## config.mk

```make
export PLATFORM = sky130hd
export DESIGN_NAME = ed_queue
export DESIGN_NICKNAME = d
export VERILOG_FILES = /design/src/hdl/edge_detect_3x3_defines.svh /design/src/hdl/ed_pkg.sv /design/src/hdl/ed_queue.sv
export SDC_FILE = /design/constraint.sdc
export NUM_CORES = 1
export LEC_CHECK = 0
export BUFFER_PORTS_ARGS = -buffer_cell sky130_fd_sc_hd__buf_2
export CORE_MARGIN = 2
export CORE_UTILIZATION = 30
export DETAILED_ROUTE_END_ITERATION = 7
export PLACE_DENSITY_LB_ADDON = 0.1
export SETUP_SLACK_MARGIN = 0.4
export SYNTH_ARGS = -nofsm -noshare
export SYNTH_HDL_FRONTEND = slang
export SYNTH_SLANG_ARGS = --single-unit
```

## constraint.sdc

```tcl
create_clock -name aclk -period 4.65 [get_ports aclk]
set_input_delay 0.465 -clock aclk [delete_from_list [all_inputs] [get_ports aclk]]
set_output_delay 0.465 -clock aclk [all_outputs]
set_load 0.1 [all_outputs]
```

## src/hdl/edge_detect_3x3_defines.svh

```systemverilog
// Assertion macros for the edge detector.
// Used by the top level only; expects a clock named aclk in scope.
`ifndef EDGE_DETECT_3X3_DEFINES_SVH
`define EDGE_DETECT_3X3_DEFINES_SVH

// Check that a condition implies another in the same cycle
`define ED_ASSERT_NOW(lbl, a, b, msg) \
    lbl: assert property (@(posedge aclk) (a) |-> (b)) else $error(msg);

// Check that a condition implies another in the next cycle
`define ED_ASSERT_NEXT(lbl, a, b, msg) \
    lbl: assert property (@(posedge aclk) (a) |=> (b)) else $error(msg);

`endif

```

## src/hdl/ed_pkg.sv

```systemverilog
// Shared types and constants for the 3x3 edge detector.
// No dependencies.
`default_nettype none
package ed_pkg;
    localparam int DEF_MAX_WIDTH = 1024;
    localparam int ADDR_W        = 13;
    localparam int PIX_W         = 24;
    localparam int HEIGHT_MAX    = 4096;
    localparam int CFG_W         = 13;

    typedef enum logic [0:0] {
        REG_FRAME_WIDTH  = 1'b0,
        REG_FRAME_HEIGHT = 1'b1
    } reg_index_t;

    typedef enum logic [0:0] {
        OP_PIXEL = 1'b0,
        OP_DRAIN = 1'b1
    } op_t;

    // One classified beat handed from front to back
    typedef struct packed {
        op_t                 op;
        logic [ADDR_W-1:0]   addr;
        logic [PIX_W-1:0]    pix;
        logic                emit;
        logic                interior;
        logic                frame_end;
    } job_t;

    // Laplacian of one 8-bit channel, clamped to 0..255
    function automatic logic [7:0] lap_clamp(input logic [PIX_W*9-1:0] win, input int sh);
        logic signed [12:0] acc;
        acc = 13'(win[4*PIX_W+sh +: 8]) <<< 3;
        for (int k = 0; k < 9; k++) begin
            if (k != 4) acc = acc - 13'(win[k*PIX_W+sh +: 8]);
        end
        if (acc < 0) return 8'd0;
        if (acc > 13'sd255) return 8'd255;
        return acc[7:0];
    endfunction
endpackage
`default_nettype wire

```

## src/hdl/ed_queue.sv

```systemverilog
// Short job queue between front and back of the edge detector.
// Depends on ed_pkg.
`default_nettype none
module ed_queue (
    input  wire logic        aclk,
    input  wire logic        aresetn,
    input  wire logic        push,
    input  ed_pkg::job_t     push_job,
    output logic             full,
    input  wire logic        pop,
    output logic             q_valid,
    output ed_pkg::job_t     q_job
);
    import ed_pkg::*;
    localparam int DEPTH = 4;

    job_t       mem_reg [DEPTH];
    logic [1:0] wr_reg, rd_reg;
    logic [2:0] cnt_reg, cnt_next;

    assign full    = (cnt_reg == 3'(DEPTH));
    assign q_valid = (cnt_reg != 3'd0);
    assign q_job   = mem_reg[rd_reg];

    always_comb begin
        cnt_next = cnt_reg + 3'(push) - 3'(pop && q_valid);
    end

    // Advance pointers and count
    always_ff @(posedge aclk) begin
        if (!aresetn) begin
            wr_reg  <= '0;
            rd_reg  <= '0;
            cnt_reg <= '0;
        end else begin
            if (push) wr_reg <= wr_reg + 2'd1;
            if (pop && q_valid) rd_reg <= rd_reg + 2'd1;
            cnt_reg <= cnt_next;
        end
    end

    // Store entries
    always_ff @(posedge aclk) begin
        if (push) mem_reg[wr_reg] <= push_job;
    end
endmodule
`default_nettype wire

```

After elaboration in Yosys (flattened, before gate mapping)
Memories as Yosys holds them, arrays and structs flattened. A register that Yosys moved wholly into a read port is not among the register bits.
Cells that the tools add are included.
- reductions and logical operators: 2
- eq/ne operators: 1
- multiplexer cells: 4
- shift operators: 0
- divide/modulo/power cells: 0
- bitwise gates (word level): 0
- $add $sub $neg: 4
- order comparisons: 0
- multipliers: 0
- operators with widths (kind ; number):
    adder 2 x 1 -> 2 bit (second input constant) ; 2
    two-way mux 2 bit ; 2
    adder 3 x 1 -> 3 bit ; 1
    equality test 3 bit (second input constant) ; 1
    nonzero test 3 bit ; 1
    subtractor 3 x 1 -> 3 bit ; 1
    two-way mux 1 bit ; 2
    logical AND 1 bit ; 1
- memories kept: 1
- RAM bits: 164
- memory bits (read-only): 0
- register bits: 7
- logic and storage cells: 15
- input bits: 45
- latch bits: 0
- output and inout bits: 43
- memories (name ; depth ; width ; rd ports ; clocked after Yosys merged registers in ; wr ports ; line ; source):
    mem_reg ; 4 ; 41 ; 1 ; 1 ; 1 ; ed_queue.sv:17 ; job_t mem_reg [DEPTH];

Longest topological paths before layout
Gate-level depths: netlist of run 1.
- depth in word-level cells: 4
- gate-level depth with buffers: 7
- gate-level depth less buffers: 7

Worst setup path before layout of run 1
OpenSTA, ideal clock, no wires.
- kind: flip-flop to flip-flop
- start: register cnt_reg[1]
- end: register cnt_reg[2]
- arrival: 1.966 ns
- clock period less this slack: 2.081 ns
- buffers on the path: 0
- setup slack: 2.569 ns
- stages on the path, launching flop included: 8
- setup time: 0.115 ns
- required time: 4.535 ns
- path through: dfxtp_1 -> o31a_1 -> ha_1 -> inv_1 -> ha_1 -> fa_1 -> xnor3_1 -> and2_1
- cells in the longest elaborated chain, start to end: 3
- elaborated cells on any way between the ends: 4
- classes of those cells: add/sub: 2; reduce/logical: 2
- ends and longest elaborated chain (what ; line ; source):
    start, declared ; ed_queue.sv:19 ; logic [2:0] cnt_reg, cnt_next;
    start signal, assigned ; ed_queue.sv:38 ; cnt_reg <= cnt_next;
    parallel branches: the longest is 2 deep, another holds adder 3 x 1 -> 3 bit ; n/a ;
    subtractor 3 x 1 -> 3 bit * ; ed_queue.sv:26 ; cnt_next = cnt_reg + 3'(push) - 3'(pop && q_valid);
Every way passes the cells marked *.
A chain may end at the register's enable or synchronous reset.

==> results.md, run 1 <==
* Post-cts resize count at 0
* Post-CTS setup buffers at 0
* Max Fanout on Critical Path at 24
* CP arrival at 2.34 ns
* Reg clk slew, reported paths at approximately 0.060 ns
* Complex-gate fraction of the synthesized area at less than 1%
* Total Neg Setup Slack at 0 ns
* Max_slew headroom at between 40% and 50%
* Initial core utilization at a little under a third
* Core Footprint at around 21,000 sq um
* Status: complete, no violations
* Initial antenna violation count at 1
* Die Area at 22,660 sq um
* Via/cell ratio at around 4.4
* Max frequency at roughly 360 MHz
* CP Launch Type: flip-flop
* Max-slew violations at 0
* ANT cells at 0
* Overflow after GRT at 0
* Vias at between 2,000 and 3,000
* Post-synthesis mux area share at between 10% and 20%
* CP endpoint kind: output port
* WS Path Type: flip-flop to output port
* Final worst-path cycle share at between 60% and 70%
* Synth cell types at 22
* Worst skew pair latency at 0.41 ns
* Row count at between 50 and 60
* Final Core Density at 37.03%
* Worst min path class: primary input to flip-flop
* Num ports at between 80 and 90
* DR pass1 iterations at 6
* DRT iter0 DRCs at around 160
* Flops & latches, synth at between 150 and 200
* Root Buffer: clkbuf_16
* Slew @ Worst Pin at ~0.9 ns
* Commonest non-fill, non-tap cell in the layout: edfxtp_1
* Setup Skew at between 0.005 and 0.006 ns
* Final setup viols at 0
* Post-Synth XOR/XNOR Area at less than 1%
* First-pass GRT wire length at approximately 19,000 microns
* Post-Synth Simple-Gate Area at 1.379%
* Crit-path cells: buf_4 -> mux4_2 -> buf_2
* Largest family of logic cells by synthesized area: multiplexers
* Peak supply drop at around 400 uV
* Seq/Total Area, Yosys at 79.24%
* Slowest stage cell, crit path: dfxtp_2
* Reg2Reg Depth at 7
* Sink Count at around 170
* Yosys warns at 0
* RSZ-0062 raised after global routing: no
* CTS tree: yes
* Synth Cell Area at roughly 6400 sq um
* Most frequent cells in the layout: 164 x edfxtp_1, 87 x buf_2, 40 x mux4_2, 17 x clkbuf_16, 7 x dfxtp_1
* Vert. Die Dim at 150.5 microns
* Period minus WS final at 2.805 ns
* WP data required at between 4 and 5 ns
* Die X-Extent at 150.5 microns
* Final hold vios at 0
* Syn_area_per_cell at between 20 and 25 sq um
* GPL Wtd Cong at a little under 0.7
* Critical Path Max Stage Delay at between 0.7 and 0.8 ns
* Vias in the first global route at approximately 3,100
* Syn nets at roughly 310
* Synth Instances at between 200 and 300
* Lkg Pwr at between 2 and 3 nW
* Post-DRT Antenna Nets at 0
* Area grow syn2layout at 20.84%
* Max Root-Sink Buffers at 2
* Wire per inst at between 15 and 20 microns
* Fillers at 1,930
* Hold depth at 1
* Largest net degree at the start of global routing at 42
* Gr usage total at between 10% and 20%
* Final HPWL DP at 7577 microns
* Final WL at around 12,000 microns
* Fraction of layout cells with a size suffix above 1 at between 40 and 50%
* PortBufs at 87
* Post-Synth Adder-Cell Area at 1.476%
* Post-layout nets at roughly 410
* CTS Buf Count at 17
* Max cap viols at 0
* # hold bufs at CTS at 0
* Largest register FFs at 164
* Drt drc at 0
* PwrDens at about 630 nW/um^2
* H-tree depth at 4
layout make-up:
type                            count  area, sq um  share of cell area [%]
Clock buffer                       20        436.7                   5.609
Clock inverter                     12        193.9                   2.491
Timing Repair Buffer               92        473.0                   6.075
Sequential cell                   173         5110                   65.64
Multi-Input combinational cell     71         1205                   15.48
Tap cell                          275        344.1                   4.420
Inverter                            6        22.52                  0.2893
critical path, delay by kind of cell, from the launching register on:
family                 cells  cell delay (ns)
buffers and inverters      2             0.88
DFF                        1             0.79
muxes                      1             0.25
stage by stage:
step | cell area, sq um | hold WS, ns | cells | power, mW | setup slack, ns
detailed placement | 7154 | 0.4637 | 617 | 3.439 | 2.202
global placement | 7154 | 0.4538 | 617 | 3.430 | 2.200
CTS | 7785 | 0.2434 | 649 | 4.959 | 1.733
global route | 7785 | 0.2449 | 649 | 5.078 | 1.665
finish | 7785 | 0.2638 | 649 | 4.885 | 1.845
floorplan | 6442 | 0.4489 | 260 | 3.245 | 2.569
synth_stat cells:
cell,number,area share (%)
mux4_1,1,0.41
nand2_1,2,0.12
xor2_1,1,0.14
o31a_1,1,0.14
nand2b_1,2,0.19
nor2b_1,1,0.097
inv_1,6,0.35
xnor3_1,1,0.35
o311ai_0,1,0.14
buf_1,1,0.058
mux4_2,40,14
or3_1,1,0.097
edfxtp_1,164,76
buf_12,4,1.2
mux2i_1,4,0.62
buf_2,4,0.31
and2_1,8,0.78
ha_1,6,1.2
buf_6,1,0.17
dfxtp_1,9,2.8
and3_1,1,0.097
fa_1,1,0.31
worst paths after layout:
path                    endpoint          from  slack [ns]
setup / recovery       q_job[24]     flip-flop        1.85
hold / removal    mem_reg[2][32]  push_job[32]        0.26
setup reg to reg      cnt_reg[2]    cnt_reg[1]        2.44
hold reg to reg        flip-flop     rd_reg[1]        0.47
routing by layer:
metal  global-route usage [%]  vias up  share of wire, %
met2                    19.27       68                51
met5                        0        -              0.10
met4                    3.679        2              0.69
met3                    4.485       11               6.4
met1                    14.11     1503                42
li1                         -     1289                 -
where the power goes:
group	leakage [nW]	internal (mW)	total [mW]	switching, mW
logic	0.749	0.341	1.46	1.11
registers	1.58	1.80	1.92	0.120
clock network	0.295	0.950	1.51	0.558
total	2.63	3.09	4.88	1.79
cells by family after synthesis:
group,Yosys count
AO/OA/AOI/OAI,2
XOR/XNOR,2
adder cells (fa/ha/maj),7
buffers and inverters,16
flip-flops,173
multiplexers,45
AND/OR/NAND/NOR,15
Power figures use the tool's default switching activity.
==> inputs of run 2 (changes only) <==
- ABC_AREA: default -> 1
- clock period: 4.65 -> 2.7 ns (I/O delays scaled with it)
==> results.md, run 2 <==
* Status: complete, no violations
* Syn nets at between 500 and 600
* Flops & latches, synth at between 150 and 200
* Largest net degree at the start of global routing at a little over 80
* Flop2flop setup slack at about 0.94 ns
* Crit-path cells: inv_2 -> buf_6 -> nor2_1 -> o22ai_2 -> buf_2
* Ranking of synthesized cells by area: edfxtp_1 75%, nor2_1 5.1%, o22ai_1 3.9%
* PortBufs at 87
* Critical Path Max Stage Delay at about 0.44 ns
* First-pass GRT wire length at around 23,000 microns
* Reg2Reg Depth at 8
* Peak supply drop at around 600 uV
* Reg clk slew, reported paths at about 0.070 ns
* Hold WS at between 0.05 and 0.06 ns
* CP Launch Type: flip-flop
* RSZ-0062 raised after global routing: no
* CP arrival at roughly 1.9 ns
* FF-to-FF Start: cnt_reg[0]
* Area grow syn2layout at 25.42%
* Sink Count at between 150 and 200
* WP data required at roughly 2.4 ns
* H-tree depth at 4
* Leading area contributor after synthesis: edfxtp_1
* Post-synth top area share at roughly three quarters
* Slowest stage cell, crit path: buf_2
* DR pass1 iterations at 4
* Final HPWL DP at between 8000 and 9000 microns
* Cell with the most instances after synthesis: edfxtp_1
* Worst path top cell family by delay: buffers and inverters
* Commonest non-fill, non-tap cell in the layout: edfxtp_1
* Seq pwr share at 35.2%
* WS Path Type: flip-flop to output port
* Synth cell types at 17
* Yosys warns at 0
* Max Root-Sink Buffers at 2
* Max frequency at roughly 460 MHz
* Vias in the first global route at slightly below 4,000
* Overflow after GRT at 0
* Synth Cell Area at 6533 sq um
* PwrDens at between 1000 and 1500 nW/um^2
* Final worst-path cycle share at around 80%
* Setup Skew at 0.01048 ns
* Post-synthesis mux area share at 0%
* WP depth at 5
* Final hold vios at 0
* # hold bufs at CTS at 0
* Core Footprint at 21,220 sq um
* Largest register FFs at around 160
* Net Switching at 3.864 mW
* Vias at 3,925
* Total Neg Setup Slack at 0 ns
* Lkg Pwr at around 2.9 nW
* Clock network power share at 24.9%
* Slew @ Worst Pin at around 0.62 ns
* Post-CTS setup buffers at 0
* Row count at 53
* GPL Wtd Cong at 0.6605
* Gr usage total at ~14%
* Most frequent cells in the layout: 164 x edfxtp_1, 88 x nor2_1, 47 x o21ai_1, 47 x buf_2, 41 x o22ai_2
* Period minus WS final at between 2 and 2.5 ns
* R2R Path End: cnt_reg[2]
* Root Buffer: clkbuf_16
* Share of flip-flops with an asynchronous set or reset at 0%
* Largest family of logic cells by synthesized area: compound AO/OA/AOI/OAI gates
* Complex-gate fraction of the synthesized area at between 10% and 20%
* CTS tree: yes
* Max-slew violations at 0
* Post-synth EDFFs at about 160
* Vert. Die Dim at roughly 150 microns
* Post-Synth Adder-Cell Area at around 1.5%
* Final Core Density at 38.61%
* Share of total power in combinational logic at approximately two fifths
* Num ports at slightly below 90
* Post-layout nets at 600
* Die Area at between 20,000 and 25,000 sq um
* Drt drc at 0
* Seq/Total Area, Yosys at between 70 and 80%
* Post-Synth Simple-Gate Area at under 10%
* Final setup viols at 0
* Worst skew pair latency at 0.42 ns
* ANT cells at 0
* Die X-Extent at roughly 150 microns
* Sw Share at 43.24%
* Setup crit end: q_job[1]
* Pint at 5.071 mW
* Via/cell ratio at between 4 and 5
* Max_slew headroom at approximately 58%
* Wire per inst at between 15 and 20 microns
* Syn_area_per_cell at between 10 and 15 sq um
* Max cap viols at 0
* Worst Path Buf+Inv at 3
* CTS Buf Count at 17
* Post-synth top cells: 164 x edfxtp_1, 88 x nor2_1, 47 x o21ai_1
* Post-DRT Antenna Nets at 0
* CP endpoint kind: output port
* Post-Synth XOR/XNOR Area at 0%
* DRT iter0 DRCs at roughly 140
* Initial antenna violation count at 1
* Initial core utilization at between 30% and 40%
* Synth Instances at approximately 460
* Top FF cell, synth: edfxtp_1
* Fraction of layout cells with a size suffix above 1 at a little under a third
* Max Fanout on Critical Path at 54
* Worst min path class: primary input to flip-flop
* Final WL at around 15,000 microns
## run 2: changes by cell type after synthesis, moves of 12 or more
cell     delta
nor2_1     +88
mux4_2     -40
o22ai_1    +41
o21ai_1    +47
o21ai_0    +37
buf_2      +12
nand2_1    +12
## run 2: how the worst min path moves through the flow
| stage | from | to | slack [ns] | depth (start not counted) |
|---|---|---|---|---|
| 6_report | push_job[28] | mem_reg[0][28] | 0.06 | 1 |
| 5_1_grt | push_job[29] | mem_reg[0][29] | 0.04 | 1 |
| 4_1_cts | push_job[29] | mem_reg[0][29] | 0.04 | 1 |
| 3_5_place_dp | rd_reg[0] | rd_reg[0] | 0.48 | 2 |
| 3_3_place_gp | rd_reg[0] | rd_reg[0] | 0.46 | 2 |
| 2_1_floorplan | aresetn | cnt_reg[1] | 0.36 | 2 |
## run 2: metrics by stage
stage | area [sq um] | power (mW) | worst slack, ns | std cells
global placement | 7545 | 6.642 | 0.6881 | 804
detailed placement | 7545 | 6.674 | 0.6561 | 804
finish | 8193 | 8.935 | 0.5173 | 835
CTS | 8167 | 9.028 | 0.3868 | 835
global route | 8193 | 9.321 | 0.4045 | 835
floorplan | 6789 | 6.089 | 0.7072 | 457
## run 2: kinds of logic after synthesis
| family | Yosys count |
|---|---|
| adder cells (fa/ha/maj) | 7 |
| flip-flops | 173 |
| AO/OA/AOI/OAI | 131 |
| AND/OR/NAND/NOR | 104 |
| buffers and inverters | 42 |
## run 2: metal layers
layer / global-route usage, % / part of all wire, %
met1: 17.21 / 44
met2: 22.99 / 51
met3: 3.683 / 4.2
met4: 5.139 / 1.1
met5: 0 / 0.046
## run 2: power by group through the flow
stage | sequential, mW | clock, mW | combinational [mW]
3_3_place_gp | 3.20 | 0 | 3.45
5_1_grt | 3.16 | 2.39 | 3.78
2_1_floorplan | 3.18 | 0 | 2.91
3_5_place_dp | 3.20 | 0 | 3.47
4_1_cts | 3.14 | 2.28 | 3.60
6_report | 3.14 | 2.22 | 3.57
## run 2: area by class of cell
cell class / count / area [sq um]
inverters: 17 / 66.31
clock buffers: 20 / 436.7
multi-input cells: 242 / 1454
clock inverters: 11 / 97.59
flip-flops and latches: 173 / 5110
repair buffers: 97 / 684.4
fillers: 2046 / 13030
well taps: 275 / 344.1
## run 2: worst register-to-register path, cell delays in order (launching register included)
cell and delay [ns]:
dfxtp_1 0.33, nor2_1 0.14, a21boi_0 0.11, ha_1 0.29, inv_1 0.04, ha_1 0.19, fa_1 0.38, a21oi_1 0.13
nor2_1 0.06
## run 2: repair_timing
item	in CTS	in global routing
pin swaps	0	0
endpoints found under the hold margin	0	0
gates resized for setup	34	11
setup endpoints to repair	41	27
