--- src/hdl/edge_detect_3x3_defines.svh ---
// Assertion macros for the edge detector.
// Used by the top level only; expects a clock named aclk in scope.
`ifndef EDGE_DETECT_3X3_DEFINES_SVH
`define EDGE_DETECT_3X3_DEFINES_SVH

// Check that a condition implies another in the same cycle
`define ED_ASSERT_NOW(lbl, a, b, msg) \
    lbl: assert property (@(posedge aclk) (a) |-> (b)) else $error(msg);

// Check that a condition implies another in the next cycle
`define ED_ASSERT_NEXT(lbl, a, b, msg) \
    lbl: assert property (@(posedge aclk) (a) |=> (b)) else $error(msg);

`endif

--- src/hdl/ed_pkg.sv ---
// Shared types and constants for the 3x3 edge detector.
// No dependencies.
`default_nettype none
package ed_pkg;
    localparam int DEF_MAX_WIDTH = 1024;
    localparam int ADDR_W        = 13;
    localparam int PIX_W         = 24;
    localparam int HEIGHT_MAX    = 4096;
    localparam int CFG_W         = 13;

    typedef enum logic [0:0] {
        REG_FRAME_WIDTH  = 1'b0,
        REG_FRAME_HEIGHT = 1'b1
    } reg_index_t;

    typedef enum logic [0:0] {
        OP_PIXEL = 1'b0,
        OP_DRAIN = 1'b1
    } op_t;

    // One classified beat handed from front to back
    typedef struct packed {
        op_t                 op;
        logic [ADDR_W-1:0]   addr;
        logic [PIX_W-1:0]    pix;
        logic                emit;
        logic                interior;
        logic                frame_end;
    } job_t;

    // Laplacian of one 8-bit channel, clamped to 0..255
    function automatic logic [7:0] lap_clamp(input logic [PIX_W*9-1:0] win, input int sh);
        logic signed [12:0] acc;
        acc = 13'(win[4*PIX_W+sh +: 8]) <<< 3;
        for (int k = 0; k < 9; k++) begin
            if (k != 4) acc = acc - 13'(win[k*PIX_W+sh +: 8]);
        end
        if (acc < 0) return 8'd0;
        if (acc > 13'sd255) return 8'd255;
        return acc[7:0];
    endfunction
endpackage
`default_nettype wire

--- src/hdl/ed_front.sv ---
// Front end: accepts beats, tracks frame position and drain, classifies jobs.
// Depends on ed_pkg.
`default_nettype none
module ed_front #(
    parameter int MAX_WIDTH = ed_pkg::DEF_MAX_WIDTH
) (
    input  wire logic                      aclk,
    input  wire logic                      aresetn,
    input  wire logic                      cfg_wr_en,
    input  wire logic                      cfg_wr_index,
    input  wire logic [ed_pkg::CFG_W-1:0]  cfg_wr_data,
    input  wire logic                      in_beat,
    input  wire logic                      in_op,
    input  wire logic [ed_pkg::PIX_W-1:0]  in_pix,
    output logic                           push,
    output ed_pkg::job_t                   push_job
);
    import ed_pkg::*;
    localparam int CW = $clog2(MAX_WIDTH);
    localparam int EW = ((CW + 1 > 11) ? CW + 1 : 11) + 1;

    logic [10:0]   fw_reg;
    logic [12:0]   fh_reg;
    logic [CW-1:0] col_reg;
    logic [11:0]   row_reg;
    logic [EW-1:0] drain_reg;
    logic          full_reg;

    logic [EW-1:0] eff_w, col_inc, drain_inc, total;
    logic [12:0]   eff_h, row_inc;
    logic          row_done, drain_done;

    // Clamp registers to their usable range
    always_comb begin
        if (fw_reg == 11'd0) eff_w = EW'(1);
        else if (EW'(fw_reg) > EW'(MAX_WIDTH)) eff_w = EW'(MAX_WIDTH);
        else eff_w = EW'(fw_reg);
        if (fh_reg == 13'd0) eff_h = 13'd1;
        else if (fh_reg > 13'(HEIGHT_MAX)) eff_h = 13'(HEIGHT_MAX);
        else eff_h = fh_reg;
        col_inc    = EW'(col_reg) + EW'(1);
        row_inc    = 13'(row_reg) + 13'd1;
        drain_inc  = drain_reg + EW'(1);
        total      = (eff_h == 13'd1) ? eff_w : eff_w + EW'(1);
        row_done   = (col_inc >= eff_w);
        drain_done = (drain_inc >= total);
    end

    // Classify the incoming beat
    always_comb begin
        push_job.op        = op_t'(in_op);
        push_job.addr      = ADDR_W'(col_reg);
        push_job.pix       = in_pix;
        push_job.emit      = (row_reg >= 12'd2) || (row_reg == 12'd1 && col_reg != '0);
        push_job.interior  = (row_reg >= 12'd2) && (EW'(col_reg) >= EW'(2));
        push_job.frame_end = drain_done;
        if (in_op == OP_DRAIN) begin
            push_job.emit     = 1'b1;
            push_job.interior = 1'b0;
        end else begin
            push_job.frame_end = 1'b0;
        end
        push = in_beat && ((in_op == OP_DRAIN) ? full_reg : !full_reg);
    end

    // Update registers and frame position
    always_ff @(posedge aclk) begin
        if (!aresetn) begin
            fw_reg    <= 11'd1024;
            fh_reg    <= 13'd1024;
            col_reg   <= '0;
            row_reg   <= '0;
            drain_reg <= '0;
            full_reg  <= 1'b0;
        end else if (cfg_wr_en) begin
            if (cfg_wr_index == REG_FRAME_WIDTH) fw_reg <= cfg_wr_data[10:0];
            else fh_reg <= cfg_wr_data;
            col_reg   <= '0;
            row_reg   <= '0;
            drain_reg <= '0;
            full_reg  <= 1'b0;
        end else if (push) begin
            if (in_op == OP_DRAIN) begin
                if (drain_done) begin
                    col_reg   <= '0;
                    row_reg   <= '0;
                    drain_reg <= '0;
                    full_reg  <= 1'b0;
                end else begin
                    drain_reg <= drain_inc;
                end
            end else if (row_done) begin
                col_reg <= '0;
                row_reg <= row_inc[11:0];
                if (row_inc >= eff_h) full_reg <= 1'b1;
            end else begin
                col_reg <= col_inc[CW-1:0];
            end
        end
    end
endmodule
`default_nettype wire

--- config.mk ---
export PLATFORM = sky130hd
export DESIGN_NAME = ed_front
export DESIGN_NICKNAME = d
export VERILOG_FILES = /design/src/hdl/edge_detect_3x3_defines.svh /design/src/hdl/ed_pkg.sv /design/src/hdl/ed_front.sv
export SDC_FILE = /design/constraint.sdc
export NUM_CORES = 1
export LEC_CHECK = 0
export BUFFER_PORTS_ARGS = -buffer_cell sky130_fd_sc_hd__clkbuf_2
export CAP_MARGIN = 10
export CORE_MARGIN = 2
export CORE_UTILIZATION = 53
export DETAILED_ROUTE_END_ITERATION = 12
export GPL_TIMING_DRIVEN = 1
export PLACE_DENSITY = 0.8
export SLEW_MARGIN = 20
export SYNTH_ARGS = -nofsm -noshare
export SYNTH_HDL_FRONTEND = slang
export SYNTH_SLANG_ARGS = --single-unit
--- constraint.sdc ---
create_clock -name aclk -period 6.9 [get_ports aclk]
set_input_delay 1.035 -clock aclk [delete_from_list [all_inputs] [get_ports aclk]]
set_output_delay 1.035 -clock aclk [all_outputs]
set_load 0.01 [all_outputs]
# After elaboration in Yosys (flattened, before gate mapping)
# Index checks and enable logic that the tools add are counted.
[classes]
add_sub_neg = 4
magnitude_cmp = 7
n_bitwise = 2
eq_ne = 3
reduce_logical = 17
n_mux = 19
[op_table]
columns = ["operator", "n"]
rows = [
  ["2-to-1 mux 12 bit", 6],
  ["2-to-1 mux 10 bit", 3],
  ["2-to-1 mux 13 bit", 2],
  ["adder 12 x 1 -> 12 bit, second input constant", 2],
  ["adder 12 x 1 -> 13 bit, second input constant", 1],
  ["== test 13 x 1 -> 1 bit, second input constant", 1],
  [">= comparator 13 bit", 1],
  ["> comparator 13 bit, second input constant", 1],
  ["zero test 13 bit", 1],
  ["== test 12 x 1 -> 1 bit, second input constant", 1],
  [">= comparator 11 x 12 -> 1 bit", 1],
  [">= comparator 12 bit", 1],
  [">= comparator 12 x 2 -> 1 bit, second input constant", 1],
  ["adder 10 x 1 -> 11 bit, second input constant", 1],
  ["> comparator 11 bit, second input constant", 1],
  ["zero test 11 bit", 1],
  ["2-to-1 mux 11 bit", 1],
  [">= comparator 10 x 2 -> 1 bit, second input constant", 1],
  ["nonzero test 10 bit", 1],
  ["AND reduction 2 bit", 4],
  ["2-to-1 mux 1 bit", 6],
  ["AND reduction 4 bit", 1],
  ["nonzero test 2 bit", 2],
  ["logical AND 1 bit", 3],
  ["other kinds (7)", 8],
]
[totals]
output_inout_bits = 42
in_bits = 43
ff_bits = 59
elab_cells = 58

# Longest topological paths before layout
# Gate-level depths: netlist of the first run.
[depth]
depth_word = 8
depth_mapped = 17
depth_no_buf = 15

# Least setup slack after synthesis of the first run
# No wires, ideal clock.
[synth_path]
kind = "register to output"
from = "register fw_reg[6]"
to = "output port push_job[0] in the netlist's numbering"
path_stages_with_launch = 13
required_ps = 5865
setup_slack_ps = 3023
arrival_ps = 2842
cell_sequence = "dfxtp_1 > nor4_1 > a31oi_1 > nor2_1 > ha_1 > nor2b_1 > nand4_1 > xnor2_1 > ha_1 > nand4_1 > o311a_1 > o21ai_1 > and2_1"
[synth_rtl]
columns = ["element", "line_no", "source"]
rows = [
  ["start: declaration", "ed_front.sv:22", "logic [10:0] fw_reg;"],
  ["start signal: assignment", "ed_front.sv:76", "if (cfg_wr_index == REG_FRAME_WIDTH) fw_reg <= cfg_wr_data[10:0];"],
  ["end: declaration", "ed_front.sv:16", "output ed_pkg::job_t push_job"],
]

==> out/results.txt, run 1 <==
Initial antenna violation count = 0
Latest clock arrival within the worst-skew pair = 0.34 ns
Leakage = 1.87 nW
GRT overflow = 0
CTS Buffer Depth = 2
P per Cell Area = 172 mW/mm2
TritonCTS Sinks = 59
Fill cells = 732
Maxcap violations = 0
Crit path buf inv count = 1
Critical path endpoint category = primary output
Unrepaired setup endpoints after global routing = no
Placed cell count = 640
Vias in the first global route = 3619
Switching Fraction = 25.8%
Pin count of the biggest net entering global routing = 27
Slowest cell delay on critical path = 0.43 ns
Htree depth = 3
Cells after synthesis = 552
Hold WC Path Type = reg2reg
CTS tree = yes
Max reg flops = 13
YS warnings = 0
Number of synthesized flops with an enable pin = 0
Largest cells by area after synthesis = dfxtp_1 27%, ha_1 13%, nand2_1 8.5%
Drt initial violations = 195
Slowest CP cell = o21ai_1
Syn Area/Cell = 7.80 um2
Non-filler cells, final = 656
Switch Pwr = 0.201 mW
Startpoint Class = flip-flop
Tcrit/Tclk final = 68.3%
Min Clock Period, post-route = 4.71 ns
Final Skew = 0.0135 ns
Clk root buf = clkbuf_8
Critical path arrival = 3.68 ns
GPL Wtd Cong = 0.869
Synth top area share = 27.4%
CTS-repair resized insts = 0
Final setup vio count = 0
Overall power = 0.778 mW
DRT Pass-1 Iters = 5
WL/cell = 15.4 um
Post-route ant nets = 0
Total Routing Usage GR = 24.1%
Worst Path Required = 5.86 ns
Diode count = 0
Final Hold Viols = 0
Initial core utilization = 55.2%
Critical path type = reg2out
Area Growth Syn to Fin = 4.85%
FMAX = 212 MHz
Post-Route Setup TNS = 0 ns
Internal power = 0.577 mW
CTS Hold Buffers Added = 0
I/O Pins = 85
Post-synth ARST share = 0%
Share of layout cells above drive strength 1 = 10.1%
Core Footprint = 0.00781 mm2
Die Area = 0.00886 mm2
Worst VDD drop = 0.140 mV
FP Rows = 32
Via density per instance = 5.81
Die W = 94.1 um
# Post-CTS Setup Buffers = 0
Status = finished, final reports clean
DR vias = 3812
Relative slew slack = 46.9%
Sequential share of the synthesized area = 27.4%
DRC viols = 0
# port buffers = 33
Max Transition Viols Final = 0
Num CTS Buffers = 9
Comb pwr share = 9.0%
Final nets = 636
CP Cell Sequence = nor4_1 > a31oi_1 > nor2_1 > ha_1 > nor2b_1 > nand4_1 > xnor2_1 > ha_1 > nand4_1 > o311a_1 > o21ai_1 > and2_1 > clkbuf_2
Commonest cells post-synth = 97 x nand2_1, 59 x dfxtp_1, 44 x ha_1
Routed WL = 10.1 mm
Primary FF master, synth = dfxtp_1
Worst Path Max Fanout = 7
Synth Cell Area = 0.00431 mm2
Seq cells post-synth = 59
First-pass GRT wire length = 17.0 mm
Die Height = 94.1 um
Clock Pin Slew Worst Setup and Hold Paths = 0.07 ns
Sequential share of power = 45.6%
Yosys cell types = 49
Top delay family on crit path = simple AND/OR/NAND/NOR gates
Final core utilization = 57.8%
HPWL Detailed = 7.61 mm
Most frequent cell after synthesis = nand2_1
Worst slew pin tran = 0.795 ns
Clk network pwr share = 45.4%
Area leader, netlist = dfxtp_1
[per-layer routing]
layer / wire (um) / track usage, % / part of all wire [%] / vias to the layer above
met5: 0 / 0 / 0 / -
met4: 234 / 9.66 / 2.3 / 0
met3: 589 / 4.49 / 5.8 / 22
met2: 4890 / 39.6 / 48 / 121
met1: 4410 / 31.1 / 44 / 1780
li1: - / - / - / 1889
[worst register-to-register path, cell delays in order, from the launching register on]
cell and delay (ns):
dfxtp_1 0.35, nor4_1 0.29, a31oi_1 0.12, nor2_1 0.21, ha_1 0.19, nor2b_1 0.31
xor2_1 0.20, ha_1 0.26, a211o_1 0.29, a31oi_1 0.16, o311a_1 0.25, o21ai_1 0.21
nor2_1 0.63, a22oi_1 0.16, nor2_1 0.15
[area by class of cell]
class / count / area [um2] / share of cell area [%]
clock buffer: 10 / 128 / 2.83
clock inverter: 6 / 88.8 / 1.97
inverter: 18 / 67.6 / 1.50
multi-input combinational: 427 / 2750 / 60.9
sequential: 59 / 1180 / 26.2
tap: 102 / 128 / 2.83
timing repair buffer: 34 / 173 / 3.82
[power groups by stage]
stage / Clock (mW) / Sequential [mW] / Combinational [mW]
after floorplan: 0 / 0.360 / 0.0669
after global placement: 0 / 0.362 / 0.0668
after detailed placement: 0 / 0.362 / 0.0692
after CTS: 0.356 / 0.354 / 0.0699
after global routing: 0.374 / 0.355 / 0.0792
final: 0.353 / 0.355 / 0.0702
[cell usage in the layout (no fill, tap or decap), types with 2 or more instances in the layout]
cell type,netlist,final
bufinv_16,0,2
a21boi_0,22,22
o21ai_0,9,9
ha_1,44,44
inv_1,18,18
clkinvlp_4,0,2
o21ai_1,9,9
a22oi_1,13,13
o211ai_1,4,4
nand2b_1,13,13
a31oi_1,4,4
and2_1,6,6
or3_1,4,4
o21ai_2,2,2
a211oi_1,2,2
and3_1,13,13
nand4b_1,7,7
nand2_1,97,97
clkbuf_8,0,9
nor4_1,7,7
o31ai_1,3,3
nand4_1,8,8
o41ai_1,2,2
xor2_1,7,7
xnor2_1,26,26
o22ai_1,2,2
dfxtp_1,59,59
mux2i_1,2,2
a21oi_1,23,23
clkbuf_2,0,33
conb_1,2,4
nor2b_1,13,13
a21o_1,3,3
a211o_1,2,2
nor3_1,5,5
nand3_1,25,25
nor2_1,34,34
[logic make-up (layout without fill, tap and decap cells)]
family | after synthesis | in the layout | share of synthesized area (%)
DFF | 59 | 59 | 27.4
other | 2 | 4 | 0.174
buffers and inverters | 68 | 68 | 8.89
xor gates and xnor gates | 33 | 33 | 6.71
AOI/OAI and AO/OA | 105 | 105 | 16.1
muxes | 2 | 2 | 0.465
and+or+nand+nor | 239 | 239 | 27.4
adders and majority gates | 44 | 44 | 12.8
[stage by stage]
stage	cell area, um2	setup WS, ns	hold WS, ns
5_1_grt	4520	1.85	0.516
4_1_cts	4520	2.18	0.488
2_1_floorplan	4310	3.02	0.445
3_5_place_dp	4300	2.54	0.478
3_3_place_gp	4300	2.66	0.461
6_report	4520	2.19	0.488
[final timing paths]
check / slack, ns / start / cells after the start / to
max reg2reg: 3.05 / fw_reg[6]$_SDFFE_PN0P_ / 14 / drain_reg[7]$_SDFFE_PP0P_
min: 0.49 / fw_reg[1]$_SDFFE_PN0P_ / 2 / fw_reg[1]$_SDFFE_PN0P_
max: 2.19 / fw_reg[6]$_SDFFE_PN0P_ / 13 / push_job[0]
min reg2reg: 0.49 / fw_reg[1]$_SDFFE_PN0P_ / 2 / fw_reg[1]$_SDFFE_PN0P_
Power figures use the tool's default switching activity.
==> run 2: changes to the inputs <==
- CORE_UTILIZATION: 53 -> 51
- PLACE_DENSITY: 0.8 -> 0.81
- clock period: 6.9 -> 3.85 ns (I/O delays scaled with it)
==> run 2 against run 1 <==
Routed wire length grew 0.22%. Die area grew 3.8%. First-iteration DRC count shrank 16%. Critical path depth is the same. Combinational power grew 97%. Critical path type unchanged. Largest cell class unchanged.
==> out/results.txt, run 2 (synthesis gave the netlist of run 1 again) <==
Htree depth = 3 (unchanged)
CP dominant cell by count = a31oi_1
Initial core utilization = 52.4% (-2.7 points)
CTS tree = yes
Final core utilization = 56.7% (-1.1 points)
Max reg flops = 13 (unchanged)
CTS Buffer Depth = 2 (unchanged)
DR vias = 3835 (+0.60%)
Setup ws final = 0.140 ns (-2.05 ns)
Vias in the first global route = 3489 (-3.6%)
Latest clock arrival within the worst-skew pair = 0.36 ns (+0.02 ns)
Critical path endpoint category = primary output
Clk root buf = clkbuf_8
Overall power = 1.36 mW (+74%)
FP Rows = 33 (+3.1%)
P per Cell Area = 291 mW/mm2 (+69%)
Worst slew pin tran = 0.700 ns (-0.0942 ns)
Final Hold Viols = 0 (unchanged)
Post-route ant nets = 0 (unchanged)
Setup slack at placement = 0.171 ns (-2.37 ns)
CP Cell Sequence = nor4_4 > a31oi_1 > nor2_1 > ha_2 > nor2b_4 > xor2_2 > ha_1 > a211o_1 > a31oi_1 > o311a_1 > o21ai_2 > and2_4 > clkbuf_2
FMAX = 270 MHz
Leakage = 1.94 nW (+3.3%)
Slowest cell delay on critical path = 0.36 ns (-0.07 ns)
Routed WL = 10.1 mm (+0.22%)
Drt initial violations = 163 (-16%)
WL/cell = 15.2 um (-1.7%)
Max Transition Viols Final = 0 (unchanged)
Worst Path Max Fanout = 5 (-2)
Crit path buf inv count = 1 (unchanged)
Top delay family on crit path = compound AO/OA/AOI/OAI gates
Diode count = 0 (unchanged)
Most common cell after layout, fill and taps aside = nand2_1
Worst VDD drop = 0.194 mV (+39%)
GRT overflow = 0 (unchanged)
Share of layout cells above drive strength 1 = 14.7% (+4.6 points)
Critical path arrival = 3.13 ns (-0.55 ns)
DRT Pass-1 Iters = 6 (+1)
Die Height = 95.9 um (+1.9%)
Pin count of the biggest net entering global routing = 27 (unchanged)
Core Footprint = 0.00822 mm2 (+5.2%)
Num CTS Buffers = 9 (unchanged)
Area Growth Syn to Fin = 8.22%
Critical path type = reg2out
# port buffers = 33 (unchanged)
Initial antenna violation count = 0 (unchanged)
Fill cells = 758 (+3.6%)
Die W = 95.9 um (+1.9%)
DRC viols = 0 (unchanged)
Commonest non-fill, non-tap cells in the layout = 97 x nand2_1, 58 x dfxtp_1, 43 x ha_1
Final setup vio count = 0 (unchanged)
Die Area = 0.00920 mm2 (+3.8%)
Worst Path Required = 3.27 ns (-2.59 ns)
Via density per instance = 5.73 (-1.4%)
Total Routing Usage GR = 23.2% (-0.98 points)
Relative slew slack = 53.2% (+6.3 points)
Startpoint Class = flip-flop
Clock Pin Slew Worst Setup and Hold Paths = 0.08 ns (about the same)
HPWL Detailed = 7.73 mm (+1.5%)
Final nets = 646 (+1.6%)
Maxcap violations = 0 (unchanged)
Status = finished, final reports clean
Final Skew = 0.0161 ns (+0.00262 ns)
I/O Pins = 85 (unchanged)
GPL Wtd Cong = 0.912 (+4.9%)
Min Clock Period, post-route = 3.71 ns
Post-Route Setup TNS = 0 ns (unchanged)
Tcrit/Tclk final = 96.4%
Slowest CP cell = dfxtp_4
Hold WC Path Type = in2reg
TritonCTS Sinks = 59 (unchanged)
First-pass GRT wire length = 16.4 mm (-3.5%)
run 2: changes by cell type in the layout (fill, tap and decap cells not counted), sizes merged:
cell and delta:
clkbuf -1, bufinv -1, buf +10, clkinv +2
run 2: stage by stage:
stage / hold WS [ns] / cell area [um2] / std cells
finish: 0.446 / 4660 / 669
global route: 0.445 / 4660 / 669
CTS: 0.441 / 4550 / 664
detailed placement: 0.467 / 4340 / 648
global placement: 0.469 / 4340 / 648
floorplan: 0.445 / 4310 / 554
run 2: worst register-to-register path, delay by kind of cell (launching register included):
kind	cells	cell delay, ns
AND/OR/NAND/NOR	7	1.55
AO/OA/AOI/OAI	4	0.84
adder cells (fa/ha/maj)	2	0.48
flip-flops	1	0.36
buffers and inverters	1	0.17
XOR/XNOR	1	0.15
run 2: final timing paths:
check | from | end | slack, ns | depth (start not counted)
min | cfg_wr_data[12] | fh_reg[12]$_SDFFE_PN0P_ | 0.45 | 3
max | fw_reg[9]$_SDFFE_PN0P_ | push_job[0] | 0.14 | 13
min reg2reg | row_reg[5]$_SDFFE_PP0P_ | row_reg[5]$_SDFFE_PP0P_ | 0.48 | 2
max reg2reg | fw_reg[9]$_SDFFE_PN0P_ | row_reg[10]$_SDFFE_PP0P_ | 0.23 | 15
run 2: layout make-up:
type | count | area (um2) | area share [%]
Multi-Input combinational cell | 427 | 2830 | 60.6
Clock buffer | 9 | 124 | 2.66
Timing Repair Buffer | 44 | 248 | 5.32
Sequential cell | 59 | 1180 | 25.4
Tap cell | 105 | 131 | 2.82
Clock inverter | 7 | 76.3 | 1.64
Inverter | 18 | 70.1 | 1.50
run 2: repair_timing:
item / 4_1_cts / 5_1_grt
pin swaps: 0 / 12
endpoints found under the setup margin: 1 / 16
buffers inserted: 0 / 5
hold buffers: 0 / 0
gates resized for setup: 4 / 17
run 2: power by group:
| part | switching, mW | internal (mW) | total [mW] |
|---|---|---|---|
| clock | 0.281 | 0.301 | 0.582 |
| combinational | 0.0827 | 0.0557 | 0.138 |
| sequential | 0.0145 | 0.622 | 0.636 |
run 2: per-layer routing:
layer | up-vias | part of all wire, % | global-route usage, %
met5 | - | 0 | 0
met4 | 0 | 2.6 | 9.88
met3 | 31 | 4.9 | 4.86
met2 | 116 | 47 | 38.1
met1 | 1784 | 46 | 29.4
li1 | 1904 | - | -
==> run 3: changes to the inputs <==
- CORE_UTILIZATION: 51 -> 53
- PLACE_DENSITY: 0.81 -> 0.8
- SKIP_CTS_REPAIR_TIMING: default -> 1
- clock period: 3.85 -> 3.7 ns (I/O delays scaled with it)
==> run 3 against run 2 <==
Global-route usage rose by 0.46 points. Combinational power rose by 3%. Power rose by 5.6%. Via count rose by 1.9%. Setup slack got worse by 0.13 ns. Sequential cell count did not move. Non-clock buffer count rose by 4. Final area did not move. Largest power group unchanged. Highest routed layer unchanged.
==> out/results.txt, run 3 (synthesis gave the netlist of run 1 again) <==
Vias in the first global route = 3700 (+6.0%)
Drt initial violations = 196 (+20%)
Via density per instance = 5.83 (+1.8%)
Total Routing Usage GR = 23.6% (+0.46 points)
Startpoint Class = flip-flop
Initial core utilization = 55.2% (+2.7 points)
Unrepaired setup endpoints after global routing = yes
Final Skew = 0.0181 ns (+0.00194 ns)
Die W = 94.1 um (-1.8%)
Final nets = 650 (+0.62%)
Area Growth Syn to Fin = 8.22% (unchanged)
Critical path arrival = 3.13 ns (about the same)
Final Hold Viols = 0 (unchanged)
First-pass GRT wire length = 16.8 mm (+2.1%)
Pin count of the biggest net entering global routing = 27 (unchanged)
Num CTS Buffers = 9 (unchanged)
Clock Pin Slew Worst Setup and Hold Paths = 0.09 ns (about the same)
Critical path endpoint category = primary output
Core Footprint = 0.00781 mm2 (-5.0%)
TritonCTS Sinks = 59 (unchanged)
Latest clock arrival within the worst-skew pair = 0.36 ns (about the same)
FP Rows = 32 (-3.0%)
Max reg flops = 13 (unchanged)
Min Clock Period, post-route = 3.69 ns
Critical path type = reg2out
CTS tree = yes
Leakage = 1.95 nW (+0.69%)
Htree depth = 3 (unchanged)
P per Cell Area = 308 mW/mm2 (+5.6%)
Tcrit/Tclk final = 99.7%
Most common cell after layout, fill and taps aside = nand2_1
CP Cell Sequence = nor3_1 > a31oi_1 > nor2_1 > ha_2 > nor2b_4 > xor2_1 > ha_1 > a211o_1 > a31oi_1 > o311a_1 > o21ai_2 > and2_1 > clkbuf_2
Share of layout cells above drive strength 1 = 14.3% (-0.46 points)
Final instance area = 0.00466 mm2 (unchanged)
I/O Pins = 85 (unchanged)
# port buffers = 33 (unchanged)
Placed inst area = 0.00437 mm2 (+0.78%)
CTS Buffer Depth = 2 (unchanged)
FMAX = 271 MHz
CP dominant cell by count = a31oi_1
Maxcap violations = 0 (unchanged)
Final setup vio count = 0 (unchanged)
Commonest non-fill, non-tap cells in the layout = 97 x nand2_1, 56 x dfxtp_1, 43 x ha_1
Relative slew slack = 50.9% (-2.3 points)
Worst VDD drop = 0.199 mV (+2.3%)
GPL Wtd Cong = 0.883 (-3.1%)
Die Height = 94.1 um (-1.8%)
Worst Path Required = 3.14 ns (-0.13 ns)
Slowest CP cell = dfxtp_1
Hold WC Path Type = in2reg
DR vias = 3908 (+1.9%)
Worst Path Max Fanout = 7 (+2)
WL/cell = 15.0 um (-1.2%)
Slowest cell delay on critical path = 0.38 ns (+0.02 ns)
Final core utilization = 59.7% (+3.0 points)
DRT Pass-1 Iters = 4 (-2)
Worst slew pin tran = 0.735 ns (+0.0343 ns)
Initial antenna violation count = 0 (unchanged)
GRT overflow = 0 (unchanged)
Post-route ant nets = 0 (unchanged)
HPWL Detailed = 7.53 mm (-2.5%)
Status = finished, final reports clean
Max Transition Viols Final = 0 (unchanged)
Clk root buf = clkbuf_8
Die Area = 0.00886 mm2 (-3.6%)
Routed WL = 10.0 mm (-1.1%)
Diode count = 0 (unchanged)
DRC viols = 0 (unchanged)
run 3: per-layer routing:
layer  track usage (%)  vias up  wire length (um)
li1                  -     1917                 -
met1              30.1     1851              4500
met2              39.6      116              4840
met3              5.06       24               501
met4              7.73        0               189
met5                 0        -                 0
run 3: power by group:
| part | total, mW | internal, mW | switching (mW) |
|---|---|---|---|
| Combinational | 0.142 | 0.0554 | 0.0863 |
| Clock | 0.630 | 0.321 | 0.309 |
| Sequential | 0.661 | 0.648 | 0.0136 |
run 3: per-stage QoR:
step / hold WS (ns) / total power, mW / instances / setup WS (ns) / setup TNS, ns
6_report: 0.439 / 1.43 / 670 / 0.0112 / 0
3_3_place_gp: 0.471 / 0.804 / 650 / 0.301 / 0
5_1_grt: 0.443 / 1.49 / 670 / -0.206 / -0.206
3_5_place_dp: 0.480 / 0.808 / 650 / 0.195 / 0
2_1_floorplan: 0.445 / 0.796 / 554 / 0.303 / 0
4_1_cts: 0.422 / 1.43 / 666 / -0.132 / -0.132
run 3: final cells by class:
| cell class | instances | area [um2] |
|---|---|---|
| repair buffers | 48 | 278 |
| clock inverters | 7 | 81.3 |
| flip-flops and latches | 59 | 1180 |
| fillers | 724 | 3150 |
| inverters | 18 | 67.6 |
| well taps | 102 | 128 |
| multi-input cells | 427 | 2800 |
| clock buffers | 9 | 124 |
run 3: final timing paths:
| path | slack [ns] | from | cells past startpoint | end |
|---|---|---|---|---|
| min reg2reg | 0.49 | row_reg[5]$_SDFFE_PP0P_ | 2 | row_reg[5]$_SDFFE_PP0P_ |
| max | 0.01 | fw_reg[2]$_SDFFE_PN0P_ | 13 | push_job[0] |
| min | 0.44 | cfg_wr_data[12] | 3 | fh_reg[12]$_SDFFE_PN0P_ |
| max reg2reg | 0.25 | fw_reg[10]$_SDFFE_PN1P_ | 15 | row_reg[10]$_SDFFE_PP0P_ |
run 3: worst max-delay path, delay by kind of cell, from the launching register on:
kind / cells / cell delay (ns)
compound gates: 5 / 0.94
simple gates: 4 / 0.71
fa+ha+maj: 2 / 0.46
flops: 1 / 0.38
xor+xnor: 1 / 0.17
buf+inv: 1 / 0.12
